`config.mk`:
```
export PLATFORM = sky130hd
export DESIGN_NAME = keyword_highlight_filter
export DESIGN_NICKNAME = d
export VERILOG_FILES = /design/src/design/kwh_pkg.sv /design/src/design/kwh_front.sv /design/src/design/kwh_queue.sv /design/src/design/kwh_back.sv /design/src/design/keyword_highlight_filter.sv
export SDC_FILE = /design/constraint.sdc
export NUM_CORES = 1
export LEC_CHECK = 0
export BUFFER_PORTS_ARGS = -buffer_cell sky130_fd_sc_hd__buf_2
export CORE_MARGIN = 2
export CORE_UTILIZATION = 45
export DETAILED_ROUTE_END_ITERATION = 8
export PLACE_DENSITY_LB_ADDON = 0.12
export RECOVER_POWER = 50
export SLEW_MARGIN = 10
export SYNTH_ARGS = -nofsm -noshare
export SYNTH_HDL_FRONTEND = slang
export SYNTH_SLANG_ARGS = --single-unit
export TNS_END_PERCENT = 100
```
`constraint.sdc`:
```
create_clock -name i_clk -period 17.97 [get_ports i_clk]
set_clock_uncertainty 0.15 [all_clocks]
set_input_delay 3.594 -clock i_clk [delete_from_list [all_inputs] [get_ports i_clk]]
set_output_delay 3.594 -clock i_clk [all_outputs]
set_load 0.1 [all_outputs]
```
`src/design/kwh_pkg.sv`:
```
package kwh_pkg;

    localparam int DEF_MAX_WORD_LEN = 8;
    localparam int DEF_NUM_KEYWORDS = 6;

    localparam int KEY_W       = 64;
    localparam int KEY_BYTES   = KEY_W / 8;
    localparam int LEN_W       = 4;
    localparam int CFG_IDX_W   = 3;
    localparam int QUEUE_DEPTH = 2;

    // configuration register indexes
    localparam logic [CFG_IDX_W-1:0] CFG_BOLD_MODE = 3'd0;
    localparam logic [CFG_IDX_W-1:0] CFG_KEYWORD_0 = 3'd1;

    localparam logic [7:0] ESC_BYTE     = 8'h1b;
    localparam logic [7:0] LBRACKET     = 8'h5b;
    localparam logic [7:0] CHAR_BOLD    = 8'h31;
    localparam logic [7:0] CHAR_ULINE   = 8'h34;
    localparam logic [7:0] CHAR_M       = 8'h6d;

    // one flush job for the output side
    typedef struct packed {
        logic [KEY_W-1:0] word;     // buffered letters, first in low byte
        logic [LEN_W-1:0] len;      // number of letters to emit
        logic             hit;      // wrap word in escapes
        logic             bold;
        logic             has_tail; // trailing byte follows the word
        logic [7:0]       tail;
    } t_cmd;

    function automatic logic is_letter(input logic [7:0] b);
        return (b >= 8'h61 && b <= 8'h7a) || (b >= 8'h41 && b <= 8'h5a);
    endfunction

endpackage

```
`src/design/kwh_front.sv`:
```
module kwh_front #(
    parameter int MAX_WORD_LEN = kwh_pkg::DEF_MAX_WORD_LEN,
    parameter int NUM_KEYWORDS = kwh_pkg::DEF_NUM_KEYWORDS
) (
    input  logic                           i_clk,
    input  logic                           i_rst_n,
    input  logic                           i_cfg_wr_en,
    input  logic [kwh_pkg::CFG_IDX_W-1:0]  i_cfg_index,
    input  logic [kwh_pkg::KEY_W-1:0]      i_cfg_wdata,
    input  logic                           i_valid,
    output logic                           o_ready,
    input  logic [7:0]                     i_byte,
    input  logic                           i_eot,
    input  logic                           i_q_full,
    output logic                           o_push,
    output kwh_pkg::t_cmd                  o_cmd
);
    import kwh_pkg::*;

    localparam int IdxW = (MAX_WORD_LEN > 1) ? $clog2(MAX_WORD_LEN) : 1;

    logic [7:0]       r_buf [MAX_WORD_LEN];
    logic [LEN_W-1:0] r_len, n_len;
    logic             r_ovf, n_ovf;
    logic             r_bold;
    logic [KEY_W-1:0] r_kw [NUM_KEYWORDS];

    logic [KEY_W-1:0] packed_word;
    logic             hit;
    logic             accept;
    logic             letter;
    logic             buf_wr;

    always_comb begin
        packed_word = '0;
        for (int i = 0; i < MAX_WORD_LEN; i++) begin
            if (LEN_W'(i) < r_len) begin
                packed_word[8*i +: 8] = r_buf[i];
            end
        end
    end

    always_comb begin
        hit = 1'b0;
        for (int k = 0; k < NUM_KEYWORDS; k++) begin
            if (r_kw[k] != '0 && r_kw[k] == packed_word) begin
                hit = 1'b1;
            end
        end
        if (r_len == '0) begin
            hit = 1'b0;
        end
    end

    assign o_ready = !i_q_full;
    assign accept  = i_valid && o_ready;
    assign letter  = is_letter(i_byte);

    always_comb begin
        o_cmd.word     = packed_word;
        o_cmd.len      = r_len;
        o_cmd.hit      = 1'b0;
        o_cmd.bold     = r_bold;
        o_cmd.has_tail = 1'b0;
        o_cmd.tail     = i_byte;
        o_push         = 1'b0;
        buf_wr         = 1'b0;
        n_len          = r_len;
        n_ovf          = r_ovf;
        if (accept) begin
            priority if (i_eot) begin
                o_push    = r_len != '0;
                o_cmd.hit = hit;
                n_len     = '0;
                n_ovf     = 1'b0;
            end else if (letter && r_ovf) begin
                o_push         = 1'b1;
                o_cmd.len      = '0;
                o_cmd.has_tail = 1'b1;
            end else if (letter && r_len < LEN_W'(MAX_WORD_LEN)) begin
                buf_wr = 1'b1;
                n_len  = r_len + 1'b1;
            end else if (letter) begin
                // word too long: dump it unmatched, pass the rest through
                o_push         = 1'b1;
                o_cmd.has_tail = 1'b1;
                n_len          = '0;
                n_ovf          = 1'b1;
            end else begin
                o_push         = 1'b1;
                o_cmd.hit      = hit;
                o_cmd.has_tail = 1'b1;
                n_len          = '0;
                n_ovf          = 1'b0;
            end
        end
    end

    always_ff @(posedge i_clk) begin
        if (buf_wr) begin
            r_buf[r_len[IdxW-1:0]] <= i_byte;
        end
    end

    always_ff @(posedge i_clk) begin
        if (!i_rst_n) begin
            r_len  <= '0;
            r_ovf  <= 1'b0;
            r_bold <= 1'b1;
            for (int k = 0; k < NUM_KEYWORDS; k++) begin
                r_kw[k] <= '0;
            end
        end else begin
            r_len <= n_len;
            r_ovf <= n_ovf;
            if (i_cfg_wr_en && i_cfg_index == CFG_BOLD_MODE) begin
                r_bold <= i_cfg_wdata[0];
            end
            for (int k = 0; k < NUM_KEYWORDS; k++) begin
                if (i_cfg_wr_en && i_cfg_index == CFG_KEYWORD_0 + CFG_IDX_W'(k)) begin
                    r_kw[k] <= i_cfg_wdata;
                end
            end
        end
    end

endmodule

```
`src/design/kwh_queue.sv`:
```
module kwh_queue (
    input  logic          i_clk,
    input  logic          i_rst_n,
    input  logic          i_push,
    input  kwh_pkg::t_cmd i_cmd,
    output logic          o_full,
    input  logic          i_pop,
    output logic          o_valid,
    output kwh_pkg::t_cmd o_cmd
);
    import kwh_pkg::*;

    localparam int PtrW = (QUEUE_DEPTH > 1) ? $clog2(QUEUE_DEPTH) : 1;
    localparam int CntW = $clog2(QUEUE_DEPTH + 1);

    t_cmd            r_mem [QUEUE_DEPTH];
    logic [PtrW-1:0] r_wr_ptr;
    logic [PtrW-1:0] r_rd_ptr;
    logic [CntW-1:0] r_count;
    logic            do_push;
    logic            do_pop;

    assign o_full  = r_count == CntW'(QUEUE_DEPTH);
    assign o_valid = r_count != '0;
    assign o_cmd   = r_mem[r_rd_ptr];
    assign do_push = i_push && !o_full;
    assign do_pop  = i_pop && o_valid;

    always_ff @(posedge i_clk) begin
        if (do_push) begin
            r_mem[r_wr_ptr] <= i_cmd;
        end
    end

    always_ff @(posedge i_clk) begin
        if (!i_rst_n) begin
            r_wr_ptr <= '0;
            r_rd_ptr <= '0;
            r_count  <= '0;
        end else begin
            if (do_push) begin
                r_wr_ptr <= (r_wr_ptr == PtrW'(QUEUE_DEPTH - 1)) ? '0 : r_wr_ptr + 1'b1;
            end
            if (do_pop) begin
                r_rd_ptr <= (r_rd_ptr == PtrW'(QUEUE_DEPTH - 1)) ? '0 : r_rd_ptr + 1'b1;
            end
            r_count <= r_count + CntW'(do_push) - CntW'(do_pop);
        end
    end

endmodule

```
`src/design/kwh_back.sv`:
```
module kwh_back (
    input  logic          i_clk,
    input  logic          i_rst_n,
    input  logic          i_q_valid,
    input  kwh_pkg::t_cmd i_cmd,
    output logic          o_pop,
    output logic          o_tvalid,
    input  logic          i_tready,
    output logic [7:0]    o_tdata,
    output logic          o_tlast
);
    import kwh_pkg::*;

    localparam logic [1:0] PH_START = 2'd0;
    localparam logic [1:0] PH_WORD  = 2'd1;
    localparam logic [1:0] PH_END   = 2'd2;
    localparam logic [1:0] PH_TAIL  = 2'd3;

    localparam int WIdxW = $clog2(KEY_BYTES);

    t_cmd             r_cmd;
    logic             r_busy, n_busy;
    logic [1:0]       r_phase, n_phase;
    logic [1:0]       r_sub, n_sub;
    logic [WIdxW-1:0] r_widx, n_widx;
    logic [LEN_W-1:0] r_left, n_left;
    logic             r_ov;
    logic [7:0]       r_data;
    logic             r_last;

    logic             emit;
    logic [7:0]       cur_byte;
    logic             done;

    assign o_pop    = !r_busy && i_q_valid;
    assign emit     = r_busy && (!r_ov || i_tready);
    assign o_tvalid = r_ov;
    assign o_tdata  = r_data;
    assign o_tlast  = r_last;

    always_comb begin
        unique case (r_phase)
            PH_START: begin
                unique case (r_sub)
                    2'd0:    cur_byte = ESC_BYTE;
                    2'd1:    cur_byte = LBRACKET;
                    2'd2:    cur_byte = r_cmd.bold ? CHAR_BOLD : CHAR_ULINE;
                    default: cur_byte = CHAR_M;
                endcase
            end
            PH_WORD: cur_byte = r_cmd.word[8*r_widx +: 8];
            PH_END: begin
                unique case (r_sub)
                    2'd0:    cur_byte = ESC_BYTE;
                    2'd1:    cur_byte = LBRACKET;
                    default: cur_byte = CHAR_M;
                endcase
            end
            default: cur_byte = r_cmd.tail;
        endcase
    end

    always_comb begin
        n_busy  = r_busy;
        n_phase = r_phase;
        n_sub   = r_sub;
        n_widx  = r_widx;
        n_left  = r_left;
        done    = 1'b0;
        if (o_pop) begin
            n_busy = 1'b1;
            n_sub  = '0;
            n_widx = '0;
            n_left = i_cmd.len;
            priority if (i_cmd.hit) begin
                n_phase = PH_START;
            end else if (i_cmd.len != '0) begin
                n_phase = PH_WORD;
            end else begin
                n_phase = PH_TAIL;
            end
        end else if (emit) begin
            unique case (r_phase)
                PH_START: begin
                    n_sub = r_sub + 1'b1;
                    if (r_sub == 2'd3) begin
                        n_phase = PH_WORD;
                    end
                end
                PH_WORD: begin
                    n_widx = r_widx + 1'b1;
                    n_left = r_left - 1'b1;
                    if (r_left == LEN_W'(1)) begin
                        priority if (r_cmd.hit) begin
                            n_phase = PH_END;
                            n_sub   = '0;
                        end else if (r_cmd.has_tail) begin
                            n_phase = PH_TAIL;
                        end else begin
                            done = 1'b1;
                        end
                    end
                end
                PH_END: begin
                    n_sub = r_sub + 1'b1;
                    if (r_sub == 2'd2) begin
                        if (r_cmd.has_tail) begin
                            n_phase = PH_TAIL;
                        end else begin
                            done = 1'b1;
                        end
                    end
                end
                default: done = 1'b1;
            endcase
            if (done) begin
                n_busy = 1'b0;
            end
        end
    end

    always_ff @(posedge i_clk) begin
        if (o_pop) begin
            r_cmd <= i_cmd;
        end
        if (emit) begin
            r_data <= cur_byte;
            r_last <= done;
        end
        r_phase <= n_phase;
        r_sub   <= n_sub;
        r_widx  <= n_widx;
        r_left  <= n_left;
    end

    always_ff @(posedge i_clk) begin
        if (!i_rst_n) begin
            r_busy <= 1'b0;
            r_ov   <= 1'b0;
        end else begin
            r_busy <= n_busy;
            if (emit) begin
                r_ov <= 1'b1;
            end else if (i_tready) begin
                r_ov <= 1'b0;
            end
        end
    end

endmodule

```
`src/design/keyword_highlight_filter.sv`:
```
// Keyword highlighter for a text byte stream. Letters are held back as a word of
// up to MAX_WORD_LEN bytes; a non-letter byte or a request with tlast set ends the
// word. A word equal to one of the NUM_KEYWORDS nonzero keyword registers goes out
// as ESC[1m (or ESC[4m with bold_mode clear), the word, ESC[m; other words go out
// unchanged, then the non-letter byte. A tlast request carries no byte. Longer
// words are passed through unmatched up to the next non-letter. o_m_axis_tlast
// marks the last byte caused by one input request. Every request that produces
// output turns into one job in a two-entry queue; the output sequencer loads each
// job and then drains it at one byte per cycle while the output is not stalled, so
// a flush carries up to 16 bytes and the sustained rate is set by the output side.
// Input stalls only while the queue is full. Keyword registers: index 0 is
// bold_mode, 1..6 are keyword_0..keyword_5.
module keyword_highlight_filter #(
    parameter int MAX_WORD_LEN = kwh_pkg::DEF_MAX_WORD_LEN,
    parameter int NUM_KEYWORDS = kwh_pkg::DEF_NUM_KEYWORDS
) (
    input  logic                          i_clk,
    input  logic                          i_rst_n,
    input  logic                          i_cfg_wr_en,
    input  logic [kwh_pkg::CFG_IDX_W-1:0] i_cfg_index,
    input  logic [kwh_pkg::KEY_W-1:0]     i_cfg_wdata,
    input  logic                          i_s_axis_tvalid,
    output logic                          o_s_axis_tready,
    input  logic [7:0]                    i_s_axis_tdata,  // [7:0] in_byte
    input  logic                          i_s_axis_tlast,  // end_of_text
    output logic                          o_m_axis_tvalid,
    input  logic                          i_m_axis_tready,
    output logic [7:0]                    o_m_axis_tdata,  // [7:0] out_byte
    output logic                          o_m_axis_tlast   // last_of_run
);
    import kwh_pkg::*;

    t_cmd front_cmd;
    t_cmd queue_cmd;
    logic push;
    logic q_full;
    logic q_valid;
    logic pop;

    kwh_front #(
        .MAX_WORD_LEN (MAX_WORD_LEN),
        .NUM_KEYWORDS (NUM_KEYWORDS)
    ) u_front (
        .i_clk       (i_clk),
        .i_rst_n     (i_rst_n),
        .i_cfg_wr_en (i_cfg_wr_en),
        .i_cfg_index (i_cfg_index),
        .i_cfg_wdata (i_cfg_wdata),
        .i_valid     (i_s_axis_tvalid),
        .o_ready     (o_s_axis_tready),
        .i_byte      (i_s_axis_tdata),
        .i_eot       (i_s_axis_tlast),
        .i_q_full    (q_full),
        .o_push      (push),
        .o_cmd       (front_cmd)
    );

    kwh_queue u_queue (
        .i_clk   (i_clk),
        .i_rst_n (i_rst_n),
        .i_push  (push),
        .i_cmd   (front_cmd),
        .o_full  (q_full),
        .i_pop   (pop),
        .o_valid (q_valid),
        .o_cmd   (queue_cmd)
    );

    kwh_back u_back (
        .i_clk     (i_clk),
        .i_rst_n   (i_rst_n),
        .i_q_valid (q_valid),
        .i_cmd     (queue_cmd),
        .o_pop     (pop),
        .o_tvalid  (o_m_axis_tvalid),
        .i_tready  (i_m_axis_tready),
        .o_tdata   (o_m_axis_tdata),
        .o_tlast   (o_m_axis_tlast)
    );

endmodule

```
# Yosys cells after proc, flatten, opt, wreduce, memory -nomap -nowiden
# Memories as Yosys holds them, arrays and structs flattened. A register that Yosys moved wholly into a read port is not among the register bits.
# Index checks and enable logic that the tools add are counted.
# totals
inputBits	81
memories	3
wordCells	234
register_bits	107
ram_bits	606
output_inout_bits	11
# op_classes
addsub	8
shifts	1
order_cmp	13
bitwise	6
n_eq_ne	26
n_reduce_logical	54
muxes	104
# memory_table
name	depth	width	read_ports	rd_ports_with_merged_regs	write_ports	line_no	rtl
u_front.r_kw	6	64	6	0	6	kwh_front.sv:26	logic [KEY_W-1:0] r_kw [NUM_KEYWORDS];
u_queue.r_mem	2	79	1	1	1	kwh_queue.sv:16	t_cmd r_mem [QUEUE_DEPTH];
u_front.r_buf	8	8	8	0	1	kwh_front.sv:22	logic [7:0] r_buf [MAX_WORD_LEN];
# ops
operator	n
64-bit equality test	6
64-bit two-way mux	6
64-bit nonzero test	6
8-bit two-way mux	8
64-bit by 7-bit indexed part select with 8-bit output	1
1-bit two-way mux	63
8-bit case mux with 3 select lines	2
4-bit two-way mux	8
1-bit logical AND	22
2-bit two-way mux	11
8-bit by 7-bit >= comparator with 1-bit output, second input constant	2
8-bit by 7-bit <= comparator with 1-bit output, second input constant	2
3-bit by 4-bit < comparator with 1-bit output, first input constant	4
7-bit case mux with 2 select lines	1
2-bit nonzero test	6
4-bit nonzero test	3
3-bit equality test, second input constant	3
3-bit by 2-bit inequality test with 1-bit output, second input constant	3
2-bit equality test, second input constant	4
1-bit by 4-bit < comparator with 1-bit output, first input constant	2
2-bit by 4-bit < comparator with 1-bit output, first input constant	2
2-bit AND reduction	4
3-bit by 2-bit equality test with 1-bit output, second input constant	2
1-bit OR	6
27 further kinds	35

# Longest topological paths before layout
# Gate-level depths: netlist (run 1).
# depth
ltp_word	16
mapped_depth	14
mapped_depth_nobuf	11

# Hierarchy
# A second synthesis (run 1) with hierarchy kept.
# hier_totals
hier_cells	2566
hier_area_um2	34021.4
# by_module_without_submodules
module	instances	cells_per_inst	seq_area_each_um2	area_each_um2
kwh_front	1	2028	13573.0	23907.9
kwh_queue	1	273	4844.6	5972.0
kwh_back	1	265	2842.7	4141.5

# Least setup slack after synthesis (run 1)
# No wires, ideal clock.
# synth_path
path_type	in2reg
start	in i_s_axis_tdata[1]
end	mem u_queue.r_mem[0][0] in the netlist's numbering, enable pin
arrival_ns	9.905
required_time_ns	17.204
stages	6
setup_time_ns	0.616
n_path_buf	0
slack_ns	7.299
path_cell_list	or4_1 -> o22ai_1 -> nor3b_1 -> nand2_1 -> o21ai_0 -> nor3_1
# synth_via
elab_chain_cells	11
elab_cells_between_ends	16
classes_between	order compare: 4; mux: 6; reduce/logical: 6
# synth_rtl
element	line_no	rtl
start: declaration	keyword_highlight_filter.sv:24	input logic [7:0] i_s_axis_tdata,
8-bit by 7-bit >= comparator with 1-bit output or 8-bit by 7-bit <= comparator with 1-bit output (tied branches)	kwh_pkg.sv:33	return (b >= 8'h61 && b <= 8'h7a) || (b >= 8'h41 && b <= 8'h5a);
1-bit logical AND	kwh_pkg.sv:33	
1-bit logical OR (*)	kwh_pkg.sv:33	
1-bit logical AND	kwh_front.sv:80	end else if (letter && r_len < LEN_W'(MAX_WORD_LEN)) begin
1-bit two-way mux	kwh_front.sv:80	
1-bit two-way mux (*)	kwh_front.sv:76	end else if (letter && r_ovf) begin
1-bit two-way mux (*)	kwh_front.sv:71	priority if (i_eot) begin
1-bit two-way mux (*)	kwh_front.sv:70	if (accept) begin
1-bit logical AND (*)	kwh_queue.sv:26	assign do_push = i_push && !o_full;
1-bit two-way mux (*)	kwh_queue.sv:30	if (do_push) begin
1-bit two-way mux (not written as such) (*)	kwh_queue.sv:31	r_mem[r_wr_ptr] <= i_cmd;
end: declaration	kwh_queue.sv:16	
# Every way passes the cells marked *; elsewhere a longest branch is shown, timed or not.

==> flow_summary.yaml, run 1 <==
outcome:
  run_status: "finished with violations"
  violations: "max-capacitance violations, max-slew violations"
floorplanning:
  dieArea_um2: 78040
  coreArea_um2: 74700
  initial_core_util_pct: 45.68
  io_pins: 92
  die_x_um: 279.4
  rows: 100
  die_h_um: 279.4
logic_synthesis:
  syn_nets: 2753
  yosys_warnings: 0
  syn-instance-count: 2654
  async_reset_ff_share_pct: 0
  synth_seq_area_share_pct: 62.31
  netlist_area_um2: 34120
  syn_avg_cell_area_um2: 12.86
  ys_types: 78
  synth_seq_cells: 714
  synth_edf_count: 696
  synthFlopType: "edfxtp_1"
global_routing:
  antenna_found_initial: 22
  grt_max_degree: 67
  grt-ovfl-total: 0
  grt_pass1_wl_um: 191600
  grt_pass1_vias: 23322
  grt.total_usage_pct: 36.34
placement:
  dp_hpwl_um: 104200
  gp_congestion: 1.074
  port_buffers: 91
  place_ws_ps: 10440
critical_path:
  path_class: "register to register"
  path_cells: "clkbuf_1, o21ai_0, inv_1, a221oi_2, nand4_1, or4_1, nor4_1, a211oi_1, a31oi_1"
  critPathSlowestCell: "clkbuf_1"
  cpPeakStageDelay_ps: 1970
  worstPathRequired_ps: 18150
  startpoint_type: "register"
  cp.arrival_ps: 8560
  critPathMaxFanout: 54
  critPathCaptureType: "register"
finish:
  nFillCells: 6482
  area_growth_pct: 11.76
  multi_input_area_um2: 11910
  regArea_um2: 21260
  nNetsFinal: 2860
  drive_gt1_share_pct: 11.74
cts:
  cts_resized: 0
  cts_setup_buffers: 0
  clkSinkCount: 714
  cts_tree: "done"
  cts_max_level: 3
  clockBufferDepth: 3
  cts_hold_buffers: 0
  clock_latency_ps: 650
  cts-root-buf: "clkbuf_16"
  path_clk_slew_ps: 60
  cts-buffers-inserted: 80
drt:
  detail_route.wl_per_cell_um: 37.41
  vias: 24202
  met3WireLength_um: 11930
  drt-initial-drc-count: 3246
  met1_length_um: 53860
  drt-pass1-iter-count: 6
  top_layer: "met5"
  route.met2.wl_um: 65570
  wl_um: 142000
  final_antenna_net_count: 0
  via_per_inst: 6.376
  drc: 0
power:
  vdd_drop_max_v: 0.00007515
  leakagePower_nw: 13.01
  totalPowerFinal_w: 0.004546
  power_density_nw_per_um2: 119.2
timing:
  setup_tns_ps: 0
  timing.fmax_mhz: 119.3
  finalCriticalPeriod_ps: 8380
  max_slew_margin_pct: -181.4
  rsz0062_at_grt: "no"
  fin_ws_ps: 9590
  finalSetupViolCount: 0
  worst_pin_slew_ps: 4221
  hold_viol: 0
  post-route-period-util_pct: 46.63
  drv_slew: 769
hold_path:
  min_path_type: "register to register"
flow_run:
  maxCapViolCount: 20
==> cell families after synthesis <==
| family | count (synthesis) | synth area share, % |
|---|---|---|
| XOR/XNOR | 235 | 6.033 |
| AND/OR/NAND/NOR | 985 | 16.73 |
| adder cells (fa/ha/maj) | 18 | 0.6601 |
| multiplexers | 108 | 4.067 |
| AO/OA/AOI/OAI | 360 | 7.404 |
| buffers and inverters | 234 | 2.787 |
| flip-flops | 714 | 62.31 |
==> layer usage <==
layer  vias to the layer above  global-route usage (%)
li1                      10133                       -
met1                     12234                   46.46
met2                      1457                   57.58
met3                       374                   6.155
met4                         4                   23.31
met5                         -                       0
==> state kept, by name, indices dropped and copies added (netlist names), 3 cells and up, named ones only <==
name,flops
u_front.r_buf,64
u_back.r_widx,3
u_queue.r_mem,158
u_front.r_kw,384
u_front.r_len,4
u_back.o_tdata,8
u_back.r_cmd,75
u_back.r_left,4
==> layout by cell type (no fill, tap or decap), types with 10 or more instances in the layout <==
cell       instances
buf_4             22
buf_2             80
nor2b_1           20
nor3_1            22
inv_1            119
clkinv_1          13
a31oi_1           32
clkbuf_16         80
edfxtp_1         696
mux2_1            12
clkbuf_1          53
a221oi_1          11
nand3b_1          19
nor4bb_1          22
and2_1           327
a211oi_1          11
and2_0            73
ha_1              18
a22oi_1           40
nor2_1           131
o21ai_0           87
nand2_1          107
clkinv_2          11
nand4_1           54
mux4_2            16
a21oi_1           26
nand3_1           25
dfxtp_1           18
mux2_2            73
xor2_1            69
o32ai_1           10
nor4_1           125
o22ai_1           49
xnor2_1          166
nand2b_1          14
==> path summary, 6_finish.rpt <==
path                                 start                        endpoint  slack (ps)  depth (start not counted)
min             u_back.r_busy$_SDFFE_PN0P_    u_back.o_tvalid$_SDFFE_PN0P_         370                          1
max          u_front.r_len[3]$_SDFFE_PN0P_  u_queue.r_mem[0][10]$_DFFE_PP_        9590                          9
max reg2reg  u_front.r_len[3]$_SDFFE_PN0P_  u_queue.r_mem[0][10]$_DFFE_PP_        9590                          9
min reg2reg     u_back.r_busy$_SDFFE_PN0P_    u_back.o_tvalid$_SDFFE_PN0P_         370                          1
==> layout make-up <==
| class | count | area share (%) |
|---|---|---|
| repair buffers | 138 | 1.890 |
| clock inverters | 42 | 1.257 |
| inverters | 121 | 1.194 |
| well taps | 969 | 3.180 |
| clock buffers | 99 | 5.437 |
| diodes | 7 | 0.04594 |
| multi-input cells | 1706 | 31.24 |
| flip-flops and latches | 714 | 55.76 |
==> metrics by stage <==
| stage | std cells | hold slack (ps) | area (um^2) | util [%] |
|---|---|---|---|---|
| 5_1_grt | 3792 | 389.7 | 38120 | 51.04 |
| 2_1_floorplan | 2654 | 274.9 | 34120 | - |
| 6_report | 3796 | 369.1 | 38130 | 51.05 |
| 4_1_cts | 3787 | 369.0 | 38330 | 51.31 |
| 3_3_place_gp | 3646 | 347.1 | 35770 | 47.89 |
| 3_5_place_dp | 3646 | 354.6 | 35770 | 47.89 |
==> Yosys cell counts (11+ instances only) <==
master / number / area, um^2
inv_1: 119 / 446.7
mux4_2: 16 / 360.4
dfxtp_1: 18 / 360.4
a211oi_1: 11 / 82.58
clkbuf_1: 88 / 330.3
nand3_1: 25 / 125.1
nand2_1: 96 / 360.4
nor4bb_1: 22 / 220.2
nand4_1: 54 / 337.8
a31oi_1: 32 / 200.2
nor3_1: 25 / 125.1
nand2b_1: 14 / 87.58
and2_1: 401 / 2509
nor2b_1: 20 / 125.1
xor2_1: 69 / 604.3
edfxtp_1: 696 / 20900
xnor2_1: 166 / 1454
a21oi_1: 27 / 135.1
ha_1: 18 / 225.2
mux2_2: 85 / 957.2
nor4_1: 129 / 807.0
o22ai_1: 49 / 306.5
a22oi_1: 40 / 300.3
a221oi_1: 11 / 96.34
nor2_1: 133 / 499.2
o32ai_1: 11 / 96.34
nand3b_1: 19 / 142.6
o21ai_0: 81 / 405.4
buf_2: 13 / 65.06
==> critical path, delay by kind of cell, from the launching register on <==
| family | cells | cell delay [ps] |
|---|---|---|
| compound gates | 4 | 2780 |
| buf+inv | 2 | 2990 |
| flops | 1 | 1580 |
| simple gates | 3 | 490 |
==> power breakdown <==
part	internal [W]	total, W	leakage (nW)	switching (W)
Sequential	0.00208	0.00222	6.71	0.000138
Clock	0.000928	0.00163	1.24	0.000699
Combinational	0.000247	0.000700	5.06	0.000453
Note: power is estimated with default switching activity, not from simulation.
==> run 2: changes to the inputs <==
- ABC_AREA: default -> 1
- clock period: 17.97 -> 7 ns (I/O delays scaled with it)
==> run 2 against run 1 <==
  * Non-clock buffer count shrank 28
  * Final cell count up 27%
  * The flow still finishes with violations (max-capacitance violations, max-slew violations)
  * Clock power increased to 2.7 times the previous value
  * Combinational power rose to 3.6 times the previous value
  * Sequential power increased to 2.6 times the previous value
  * Largest power group unchanged
  * Setup slack worse by 8000 ps
  * Count of clock-buffer cells in the layout decreased by 4
  * Area after synthesis hardly changed
  * Core utilization increased by 0.065 points
  * Critical path depth is 7 lower
  * Largest cell class unchanged
==> flow_summary.yaml, run 2 <==
outcome:
  run_status: "finished with violations"
  violations: "max-capacitance violations, max-slew violations"
logic_synthesis:
  synth_area_leaders: "edfxtp_1 61%, nand2_1 11%, nor2_1 9.2%"
  syn_nets: 3787
  synth_seq_area_share_pct: 62.35
  syn-instance-count: 3688
  synth_edf_count: 696
  async_reset_ff_share_pct: 0
  synth_seq_cells: 714
  netlist_area_um2: 34100
  synthFlopType: "edfxtp_1"
  yosysMostFrequentCell: "nand2_1"
  ys_types: 39
  synthTopCellsByCount: "1,043 x nand2_1, 840 x nor2_1, 696 x edfxtp_1"
  syn_avg_cell_area_um2: 9.246
  yosys_warnings: 0
  synth_top_area_cell: "edfxtp_1"
  yosysTopAreaCellShare_pct: 61.29
timing:
  finalSetupViolCount: 0
  finalCriticalPeriod_ps: 5389
  post-route-period-util_pct: 76.98
  hold_viol: 0
  max_slew_margin_pct: -181.8
  worst_pin_slew_ps: 4227
  timing.fmax_mhz: 185.6
  drv_slew: 576
  rsz0062_at_grt: "no"
  fin_ws_ps: 1611
  setup_tns_ps: 0
cts:
  cts-root-buf: "clkbuf_16"
  clkSinkCount: 714
  cts_tree: "done"
  cts_max_level: 3
  cts_hold_buffers: 0
  clockBufferDepth: 3
  cts-buffers-inserted: 79
  path_clk_slew_ps: 60
  clock_latency_ps: 630
  cts_setup_buffers: 0
  cts_resized: 0
critical_path:
  path_cells: "clkbuf_1, nand2_1"
  critPathCaptureType: "register"
  rr_startpoint: "u_queue.r_count[1]$_SDFF_PN0_"
  worstPathRequired_ps: 6440
  critPathMaxFanout: 64
  cpPeakStageDelay_ps: 2370
  startpoint_type: "input pin"
  reg2reg_slack_ps: 2000
  critical-path-top-delay-family: "simple AND/OR/NAND/NOR gates"
  critPathSlowestCell: "nand2_1"
  r2r_cells: 5
  path_class: "input pin to register"
  r2r_end: "u_back.r_phase[1]$_DFFE_PP_"
  cp.arrival_ps: 4830
  cp_num_buf_inv: 1
drt:
  wl_um: 123100
  met3WireLength_um: 10260
  drt-initial-drc-count: 3259
  vias: 26250
  via_per_inst: 5.444
  met1_length_um: 52000
  top_layer: "met5"
  drc: 0
  detail_route.wl_per_cell_um: 25.53
  final_antenna_net_count: 0
  route.met2.wl_um: 53950
  drt-pass1-iter-count: 6
power:
  leakagePower_nw: 16.10
  power_density_nw_per_um2: 330.9
  vdd_drop_max_v: 0.0001986
global_routing:
  grt_pass1_wl_um: 172000
  grt-ovfl-total: 0
  grt_pass1_vias: 24235
  grt_max_degree: 80
  antenna_found_initial: 3
  grt.total_usage_pct: 31.46
hold_path:
  hold_depth: 1
  holdCritStartpoint: "u_queue.r_rd_ptr$_SDFFE_PN0P_"
  min_path_type: "register to register"
floorplanning:
  coreArea_um2: 74700
  rows: 100
  dieArea_um2: 78000
  io_pins: 92
  initial_core_util_pct: 45.65
  die_x_um: 279.3
  die_h_um: 279.3
placement:
  dp_hpwl_um: 92680
  port_buffers: 91
  place_ws_ps: 2486
  place_area_um2: 35630
  gp_congestion: 1.021
  dp.cells: 4678
finish:
  nNetsFinal: 3889
  top_regs: "u_front.r_kw: 384 flops, u_queue.r_mem: 158 flops, u_back.r_cmd: 75 flops"
  fin_area_um2: 38180
  final_common_cell: "nand2_1"
  drive_gt1_share_pct: 6.256
  final_cell_mix: "1,065 x nand2_1, 839 x nor2_1, 696 x edfxtp_1, 393 x inv_1, 177 x nand3_1"
  largest_reg_flops: 384
  post-route-util_pct: 51.11
  top_register: "u_front.r_kw"
  layout.cells.non_filler: 4822
  area_growth_pct: 11.97
flow_run:
  maxCapViolCount: 9
[run 2: cell types whose count changed in the layout (fill, tap and decap cells not counted), moves of 26 or more]
cell      previous run  this run
xnor2_1            166        13
o22ai_1             49        13
and2_0              73         0
nand3_1             25       177
and2_1             327         0
clkbuf_1            53        27
nor4_1             125         1
a22oi_1             40         1
a31oi_1             32         5
xor2_1              69        99
nand2_1            107      1065
mux2_2              73         0
inv_1              119       393
nor2_1             131       839
[run 2: per-stage QoR]
stage / total power [W] / hold WS, ps
after detailed placement: 0.008307 / 300.5
after global routing: 0.01311 / 338.3
after global placement: 0.008290 / 279.5
after CTS: 0.01264 / 298.5
final: 0.01263 / 310.9
after floorplan: 0.007316 / 275.8
[run 2: where the power goes]
group	switching (W)	total (W)	internal, W
Sequential	0.000313	0.00575	0.00544
Combinational	0.00192	0.00250	0.000578
Clock	0.00178	0.00438	0.00260
Total	0.00401	0.0126	0.00862
[run 2: logic make-up (layout without fill, tap and decap cells)]
group	after synthesis	after routing	share of synthesized area, %
other	0	1	0
flip-flops	714	714	62.35
buffers and inverters	486	650	5.507
adder cells (fa/ha/maj)	18	18	0.6605
AO/OA/AOI/OAI	172	172	2.851
multiplexers	1	1	0.02935
XOR/XNOR	112	112	2.877
AND/OR/NAND/NOR	2185	2185	25.73
[run 2: final cells by class]
type / instances / area (um^2)
Sequential cell: 714 / 21260
Inverter: 397 / 1491
Fill cell: 7058 / 36520
Clock inverter: 48 / 554.3
Antenna cell: 1 / 2.502
Multi-Input combinational cell: 2488 / 10960
Timing Repair Buffer: 110 / 549.3
Clock buffer: 95 / 2151
Tap cell: 969 / 1212
[run 2: per-layer routing]
layer / track usage [%] / vias to the layer above
li1: - / 12141
met1: 44.38 / 12602
met2: 47.61 / 1264
met3: 4.661 / 241
met4: 15.63 / 2
met5: 0 / -
[run 2: worst max-delay path by stage]
stage / start / to / slack (ps) / depth (start not counted)
2_1_floorplan: i_s_axis_tdata[4] / u_queue.r_mem[1][0]$_DFFE_PP_ / 970 / 8
3_3_place_gp: i_s_axis_tdata[3] / u_queue.r_mem[1][66]$_DFFE_PP_ / 2460 / 11
3_5_place_dp: i_s_axis_tdata[2] / u_queue.r_mem[1][66]$_DFFE_PP_ / 2490 / 11
4_1_cts: u_front.r_len[3]$_SDFFE_PN0P_ / u_queue.r_mem[0][10]$_DFFE_PP_ / 2870 / 13
5_1_grt: u_queue.r_count[1]$_SDFF_PN0_ / u_back.r_left[1]$_DFFE_PP_ / 1320 / 5
6_report: i_rst_n / u_front.r_kw[0][195]$_SDFFCE_PN0P_ / 1610 / 2
